==> src/rtl/spq_pkg.sv <==
// Package: widths, operation and status codes, and the command bundle sent to the cell row.
package spq_pkg;

  localparam int CAPACITY   = 16;
  localparam int DATA_WIDTH = 32;
  localparam int COUNT_W    = $clog2(CAPACITY + 1);
  localparam int IDX_W      = $clog2(CAPACITY);
  localparam int POS_W      = 4;

  typedef logic signed [DATA_WIDTH-1:0] data_t;
  typedef logic [COUNT_W-1:0]           count_t;

  typedef enum logic [1:0] {
    OP_INSERT = 2'd0,
    OP_REMOVE = 2'd1,
    OP_READ   = 2'd2
  } op_t;

  typedef enum logic [1:0] {
    ST_OK      = 2'd0,
    ST_MISSING = 2'd1,
    ST_FULL    = 2'd2
  } status_t;

  // Command broadcast to every cell of the row
  typedef struct packed {
    logic  ins;
    logic  rem;
    data_t value;
  } cell_cmd_t;

endpackage

==> src/rtl/spq_cell.sv <==
// One storage cell of the sorted row: holds one entry and trades it with its neighbors.
module spq_cell (
  input  logic              clk,
  input  spq_pkg::cell_cmd_t cmd,
  input  logic              valid,
  input  spq_pkg::data_t    prev_entry,
  input  spq_pkg::data_t    next_entry,
  input  logic              prev_lt,
  input  logic              prev_found,
  output spq_pkg::data_t    entry,
  output logic              lt,
  output logic              found
);
  import spq_pkg::*;

  data_t entry_r;
  data_t entry_nxt;

  // Compare own entry against the broadcast value
  assign lt    = valid && (entry_r < cmd.value);
  assign found = prev_found || (valid && (entry_r == cmd.value));
  assign entry = entry_r;

  // Keep, take the new value, shift up from the left or shift down from the right
  always_comb begin
    entry_nxt = entry_r;
    if (cmd.ins && !lt) begin
      entry_nxt = prev_lt ? cmd.value : prev_entry;
    end else if (cmd.rem && found) begin
      entry_nxt = next_entry;
    end
  end

  always_ff @(posedge clk) begin
    entry_r <= entry_nxt;
  end

endmodule

==> src/rtl/sorted_priority_queue_core.sv <==
// Top level: sorted priority queue built from a row of compare-and-shift cells.
//
// The block accepts a new item (insert, remove, or read at a rank) every
// cycle while the input is not stalled; its result is loaded into the
// output register on acceptance. All cells compare against the
// broadcast value in parallel and shift by one place toward their neighbor in
// the same edge, so the rate is set by that single cell-row update; the
// remove search ripples a one-bit match flag through the row. A held result
// stalls the input only while the output side is stalled.
module sorted_priority_queue_core (
  input  logic                  clk,
  input  logic                  rst_n,
  input  logic                  in_valid,
  output logic                  in_stall,
  input  logic [1:0]            in_op,
  input  spq_pkg::data_t        in_value,
  input  logic [3:0]            in_position,
  input  logic                  in_from_back,
  output logic                  out_valid,
  input  logic                  out_stall,
  output spq_pkg::data_t        out_read_value,
  output logic [1:0]            out_status
);
  import spq_pkg::*;

  count_t    fill_r;
  count_t    fill_nxt;
  logic      out_valid_r;
  data_t     out_read_value_r;
  data_t     out_read_value_nxt;
  status_t   out_status_r;
  status_t   out_status_nxt;

  logic      in_acc;
  logic      full;
  cell_cmd_t cmd;
  count_t    pos_ext;
  count_t    read_idx;
  logic      pos_ok;

  data_t     entry_w [CAPACITY];
  logic      lt_w    [CAPACITY];
  logic      found_w [CAPACITY];

  assign in_stall = out_valid_r && out_stall;
  assign in_acc   = in_valid && !in_stall;
  assign full     = (fill_r == count_t'(CAPACITY));

  // Build the row command; only accepted items change the store
  always_comb begin
    cmd.ins   = in_acc && (in_op == OP_INSERT) && !full;
    cmd.rem   = in_acc && (in_op == OP_REMOVE);
    cmd.value = in_value;
  end

  // Cell row
  for (genvar i = 0; i < CAPACITY; i++) begin : g_cell
    data_t prev_e;
    data_t next_e;
    logic  prev_l;
    logic  prev_f;
    if (i == 0) begin : g_first
      assign prev_e = in_value;
      assign prev_l = 1'b1;
      assign prev_f = 1'b0;
    end else begin : g_mid
      assign prev_e = entry_w[i-1];
      assign prev_l = lt_w[i-1];
      assign prev_f = found_w[i-1];
    end
    if (i == CAPACITY - 1) begin : g_last
      assign next_e = '0;
    end else begin : g_inner
      assign next_e = entry_w[i+1];
    end
    spq_cell u_cell (
      .clk        (clk),
      .cmd        (cmd),
      .valid      (count_t'(i) < fill_r),
      .prev_entry (prev_e),
      .next_entry (next_e),
      .prev_lt    (prev_l),
      .prev_found (prev_f),
      .entry      (entry_w[i]),
      .lt         (lt_w[i]),
      .found      (found_w[i])
    );
  end

  // Resolve the read rank to a slot
  assign pos_ext  = count_t'(in_position);
  assign pos_ok   = pos_ext < fill_r;
  assign read_idx = in_from_back ? (fill_r - count_t'(1) - pos_ext) : pos_ext;

  // Compute result and next fill count
  always_comb begin
    fill_nxt           = fill_r;
    out_read_value_nxt = '0;
    out_status_nxt     = ST_MISSING;
    unique case (in_op)
      OP_INSERT: begin
        if (full) begin
          out_status_nxt = ST_FULL;
        end else begin
          out_status_nxt = ST_OK;
          fill_nxt       = fill_r + count_t'(1);
        end
      end
      OP_REMOVE: begin
        if (found_w[CAPACITY-1]) begin
          out_status_nxt = ST_OK;
          fill_nxt       = fill_r - count_t'(1);
        end
      end
      OP_READ: begin
        if (pos_ok) begin
          out_status_nxt     = ST_OK;
          out_read_value_nxt = entry_w[read_idx[IDX_W-1:0]];
        end
      end
      default: begin
        out_status_nxt = ST_MISSING;
      end
    endcase
  end

  // Hold control state
  always_ff @(posedge clk) begin
    if (!rst_n) begin
      fill_r      <= '0;
      out_valid_r <= 1'b0;
    end else begin
      if (in_acc) begin
        fill_r      <= fill_nxt;
        out_valid_r <= 1'b1;
      end else if (!out_stall) begin
        out_valid_r <= 1'b0;
      end
    end
  end

  // Load the result register
  always_ff @(posedge clk) begin
    if (in_acc) begin
      out_read_value_r <= out_read_value_nxt;
      out_status_r     <= out_status_nxt;
    end
  end

  assign out_valid      = out_valid_r;
  assign out_read_value = out_read_value_r;
  assign out_status     = out_status_r;

  // Fill count never exceeds the capacity
  a_fill_bound : assert property (@(posedge clk) disable iff (!rst_n)
    fill_r <= count_t'(CAPACITY))
    else $error("fill count beyond capacity");

  // Fill count moves only on an accepted item
  a_fill_hold : assert property (@(posedge clk) disable iff (!rst_n)
    !in_acc |=> $stable(fill_r))
    else $error("fill count changed without an item");

  // Insert into a full store reports full and keeps the count
  a_full_drop : assert property (@(posedge clk) disable iff (!rst_n)
    (in_acc && in_op == OP_INSERT && full) |=>
      (out_status_r == ST_FULL && fill_r == count_t'(CAPACITY)))
    else $error("insert into full store not dropped");

  // Every accepted item leaves a result behind
  a_result : assert property (@(posedge clk) disable iff (!rst_n)
    in_acc |=> out_valid_r)
    else $error("accepted item produced no result");

endmodule
==> config.mk <==
export PLATFORM = sky130hd
export DESIGN_NAME = sorted_priority_queue_core
export DESIGN_NICKNAME = d
export VERILOG_FILES = /design/src/rtl/spq_pkg.sv /design/src/rtl/spq_cell.sv /design/src/rtl/sorted_priority_queue_core.sv
export SDC_FILE = /design/constraint.sdc
export NUM_CORES = 2
export LEC_CHECK = 0
export ABC_AREA = 1
export BUFFER_PORTS_ARGS = -buffer_cell sky130_fd_sc_hd__buf_2
export CORE_ASPECT_RATIO = 1.2
export CORE_MARGIN = 3
export CORE_UTILIZATION = 45
export CTS_BUF_LIST = sky130_fd_sc_hd__clkbuf_4
export CTS_CLUSTER_DIAMETER = 100
export CTS_CLUSTER_SIZE = 10
export DETAILED_ROUTE_END_ITERATION = 16
export PLACE_DENSITY = 0.65
export SLEW_MARGIN = 20
export SYNTH_ARGS = -nofsm -noshare
export SYNTH_HDL_FRONTEND = slang
export SYNTH_SLANG_ARGS = --single-unit
==> constraint.sdc <==
create_clock -name clk -period 8.95 [get_ports clk]
set_input_delay 0.4475 -clock clk [delete_from_list [all_inputs] [get_ports clk]]
set_output_delay 0.4475 -clock clk [all_outputs]
set_load 0.02 [all_outputs]
After elaboration in Yosys (flattened, before gate mapping)
Index checks and enable logic that the tools add are counted.
Widths: inputs -> output; s select.

storage, ports and cells
  flip-flop bits (word level) = 552
  output and inout port bits = 36
  bits of input ports = 43
  logic and storage cells = 262

cells by class
  muxes and demuxes = 60
  equality and inequality tests = 22
  reduce and logical (&&, ||, !) cells = 122
  add/sub/neg operators = 3
  bitwise logic cells = 1
  order comparisons = 34

operators by type and width
  kind                 number
  $mux 32              49
  $eq 32x32->1         16
  $lt 32x32->1         16
  $bmux 32 s4          1
  $logic_and 1x1->1    69
  $lt 4x5->1 const A   8
  $reduce_bool 2->1    17
  $lt 3x5->1 const A   4
  $logic_not 1->1      18
  $logic_or 1x1->1     15
  $lt 1x5->1 const A   2
  $lt 2x5->1 const A   2
  $mux 5               2
  $pmux 5 s2           1
  $pmux 2 s3           1
  $add 5x1->5 const B  1
  $eq 5x5->1 const B   1
  $ge 5x5->1 const B   1
  $lt 4x5->1           1
  $not 4->5            1
  $sub 5x1->5 const B  1
  $mux 1               4
  $mux 4               1
  $ne 2x1->1 const B   2
  other kinds (8)      8

Logic depth before layout (Yosys ltp)
  depth in word-level cells = 20
  depth in mapped cells = 22
  gate-level depth less buffers = 20

Modules after synthesis
A second synthesis with hierarchy kept.

second synthesis, totals
  cells, all modules = 7279
  area total of the unflattened synthesis = 50257.0 um^2

modules (own cells, without submodules)
  module                            times used  seq. area each (um^2)  area an instance (um^2)  cells each
  spq_cell at g_cell[0].u_cell ...  15          960.9                  2647.5                   357
  sorted_priority_queue_core        1           1141.1                 7891.3                   1565
  spq_cell at g_cell[9].u_cell      1           960.9                  2652.5                   359

Worst setup path before layout
OpenSTA, ideal clock, no wires.

  kind = in2reg
  start = in out_stall
  end = reg g_cell[0].u_cell.entry_r[0] (enable)
  setup time = 466 ps
  data required time = 8484 ps
  data arrival time = 5055 ps
  setup slack = 3429 ps
  stages = 5
  buffers on the path = 0
  cells stage by stage = nand2_1 > inv_1 > nor2_1 > nand2_1 > o21ai_0

on the way
  longest elaborated chain between the ends = 7
  elaborated cells on any way between the ends = 9
  classes of those cells = reduce/logical (9)

RTL lines
  element                               line                              RTL
  start, declared                       sorted_priority_queue_core.sv:20  input logic out_stall,
  $logic_and 1x1->1 *                   sorted_priority_queue_core.sv:45  assign in_stall = out_valid_r && out_stall;
  via in_stall                          sorted_priority_queue_core.sv:14  output logic in_stall,
  $logic_not 1->1 *                     sorted_priority_queue_core.sv:46  assign in_acc = in_valid && !in_stall;
  $logic_and 1x1->1 *                   sorted_priority_queue_core.sv:46
  via in_acc                            sorted_priority_queue_core.sv:34  logic in_acc;
  $logic_and 1x1->1 (2 in series)       sorted_priority_queue_core.sv:51  cmd.ins = in_acc && (in_op == OP_INSERT) && !full;
  $logic_and 1x1->1                     spq_cell.sv:27                    if (cmd.ins && !lt) begin
  $reduce_bool 2->1 (no source line) *  --
  end signal, assigned                  spq_cell.sv:35                    entry_r <= entry_nxt;
  end, declared                         spq_cell.sv:16                    data_t entry_r;

The timed path passes the listed nets; every way through them passes the cells marked *.
A chain may end at the register's enable or synchronous reset.

Worst setup path in the final report
  start = reg fill_r[1]
  end = reg out_read_value_r[18] (netlist: out_read_value[18]), data pin

on the way
  longest elaborated chain between the ends = 7
  elaborated cells on any way between the ends = 9
  classes of those cells = add/sub (2); order compare (1); mux (4); bitwise (1); reduce/logical (1)

RTL lines
  element                                      line                               RTL
  start, declared                              sorted_priority_queue_core.sv:26   count_t fill_r;
  start signal, assigned                       sorted_priority_queue_core.sv:134  fill_r <= fill_nxt;
  $sub 5x1->5                                  --
  $sub 4x4->4                                  sorted_priority_queue_core.sv:93   assign read_idx = in_from_back ? (fill_r - count_t'(1) - pos_ext) : pos_ext;
  $mux 4                                       sorted_priority_queue_core.sv:93
  $not 4->5 (not written as such)              sorted_priority_queue_core.sv:118  out_read_value_nxt = entry_w[read_idx[IDX_W-1:0]];
  $bmux 32 s4                                  sorted_priority_queue_core.sv:118
  $mux 32 (not written as such) (2 in series)  sorted_priority_queue_core.sv:118
  end signal, assigned                         sorted_priority_queue_core.sv:145  out_read_value_r <= out_read_value_nxt;
  end, declared                                sorted_priority_queue_core.sv:29   data_t out_read_value_r;

Several ways; a longest one is shown, not always the timed one. The select of a mux whose other input is x is not followed.

==> metrics <==
most common flop cell mapped by yosys=edfxtp_1; Site Rows=125; CP startpoint=fill_r[1]; nets=6199; Top Ports=79; Arrival @ worst endpoint=6170 ps; cts bufs inserted=61; TritonCTS clock tree=done; Layout area overhead=6.042%; post-cts resize count=0; H-tree Lvls=2; placed cell area=45860 sq um; Final Setup Violations=0; routed wire length=154300 microns; RSZ-0062 raised after global routing=false; die area=102000 sq um; Mapped Nets=6240; Max FO, Critical Path=41; Synth Area per Inst=7.787 sq um; overflow left after global routing=0; Core Footprint=97120 sq um; Layout Skew=63.09 ps; cts hold-fix bufs=39; DRC errors left=0; FF-to-FF Start=fill_r[1]; IO Port Bufs=78; Fmax=184.0 MHz; Power Total=5.949 mW; Setup TNS=0 ps; final core utilization=0.4823; dpl hpwl=112300 microns; Die Y=349.2 microns; Worst VDD drop=0.00009076 V; Worst Tran Pin Value=1307 ps; Synth Area in Adders=0.1486; CTS Sinks=552; Setup crit end=out_read_value[18]; global-route wire length before repair=235400 microns; total track usage=0.2954; synthesized area=44170 sq um; XOR/XNOR share of the synthesized area=0.001190; Post-CTS Setup Repair Bufs=0; Initial Util=0.4548; Hold Crit Class=input pin to flop; vias in the first global route=39190; Post-synth EDFFs=546; Clock Latency Late Sink=1010 ps; hold_ws=251.8 ps; Synth top cells by count=nand2_1, o21ai_0, nor2_1, edfxtp_1, ha_1; Synth area leader=edfxtp_1; initial DRC count=4230; iteration count of the initial detailed-routing pass=8; initial antenna violation count=3; Post-DRT Antenna Nets=0; gpl congestion=0.9514; final slew viol count=0; relative slew slack=0.1064; largest family of logic cells by synthesized area=compound AO/OA/AOI/OAI gates; status=complete, no violations; Worst R2R End=out_read_value[18]; Power Density=127.0 nW/um^2; Synth Area in Compound Gates=0.2061; ys async rst share=0; Via density=5.996; layout cells sized above 1=0.06127; die width=292.0 microns; worst r2r path cells=14; Worst-path clk slew=120 ps; post-synthesis mux area share=0.007902; period utilization=0.6072; DR WL/cell=22.29 microns; critical path startpoint category=flop; Netlist cell types=59; top post-synthesis cells by area=edfxtp_1, ha_1, nand2_1; Cells after Synth=5673; R2R Setup Slk=3520 ps; Vias=41490; Lkg Pwr=20.28 nW; Final Critical Period=5435 ps; max cap viols=0; CP required=9680 ps; FF+latch count, synth=552; top-area cell type share of the netlist area=0.3712; final hold vios=0; CP endpoint kind=flop; post-route cell area=46840 sq um; share of the yosys chip area belonging to registers=0.3739; synth warn=0; area share of and/or/nand/nor cells after synthesis=0.1982; CTS max path bufs=3; CTS root buf=clkbuf_4; largest net degree at the start of global routing=185; count leader, synth=nand2_1; CP Class=flop to flop
-- worst min path at each step --
stage / from / endpoint / slack (ps) / cells past startpoint
5_1_grt: in_value[0] / g_cell[6].u_cell.entry[0] / 220 / 3
3_3_place_gp: out_valid / out_valid / 470 / 2
6_report: in_value[0] / g_cell[6].u_cell.entry[0] / 250 / 3
4_1_cts: in_value[0] / g_cell[6].u_cell.entry[0] / 140 / 3
3_5_place_dp: out_valid / out_valid / 490 / 2
2_1_floorplan: g_cell[10].u_cell.entry[0] / g_cell[9].u_cell.entry[0] / 540 / 2
-- logic make-up (layout without fill, tap and decap cells) --
group,after synthesis,in the layout
compound gates,1637,1637
xor+xnor,6,6
fa+ha+maj,524,524
buf+inv,725,699
flops,552,552
mux,31,31
other cells,0,3
simple gates,2198,2198
-- layer usage --
metal	vias up	track usage	part of all wire
met5	-	0	0.000084
met4	2	0.1466	0.056
met3	418	0.04678	0.092
met2	2135	0.4705	0.44
met1	19160	0.3911	0.41
li1	19780	-	-
-- critical path: stages, from the launching register on --
cell and delay, ps:
dfxtp_1 410, inv_1 460, ha_1 290, xor2_1 770, ha_1 420, xnor2_1 170
nand2_1 70, o21a_2 120, buf_4 310, inv_2 530, buf_4 630, nand2_1 210
nand2_1 150, o21ai_0 160, a31oi_1 430
-- cell usage in the layout, fill, tap and decap left out, drive strengths merged, types with 70 or more instances in the layout --
| cell type | n |
|---|---|
| inv | 381 |
| o21ai | 871 |
| clkbuf | 76 |
| nor2 | 647 |
| nand2 | 1358 |
| ha | 523 |
| nand3 | 70 |
| o32ai | 128 |
| buf | 169 |
| a21oi | 452 |
| edfxtp | 546 |
-- per-stage QoR --
stage | instances | setup WS [ps]
finish | 6920 | 3515
global route | 6919 | 3290
CTS | 6917 | 3748
detailed placement | 6800 | 3231
global placement | 6799 | 3271
floorplan | 5673 | 3429
-- area by class of cell --
| type | count | area [sq um] |
|---|---|---|
| Timing Repair Buffer | 208 | 1509 |
| Sequential cell | 552 | 16520 |
| Inverter | 413 | 1559 |
| Clock buffer | 76 | 570.5 |
| Tap cell | 1270 | 1589 |
| Clock inverter | 2 | 12.51 |
| Fill cell | 9553 | 50280 |
| Multi-Input combinational cell | 4396 | 25080 |
| Antenna cell | 3 | 7.507 |
-- flip-flops by register name, indices dropped and copies added, names as in the netlist --
signal	count
out_status	2
fill_r	5
out_read_value	32
g_cell.u_cell.entry	512
out_valid	1
-- report_power, final --
part	switching (mW)	internal, mW
clock	0.954	0.385
combinational	1.11	0.464
sequential	0.0855	2.95
Power figures use the tool's default switching activity.
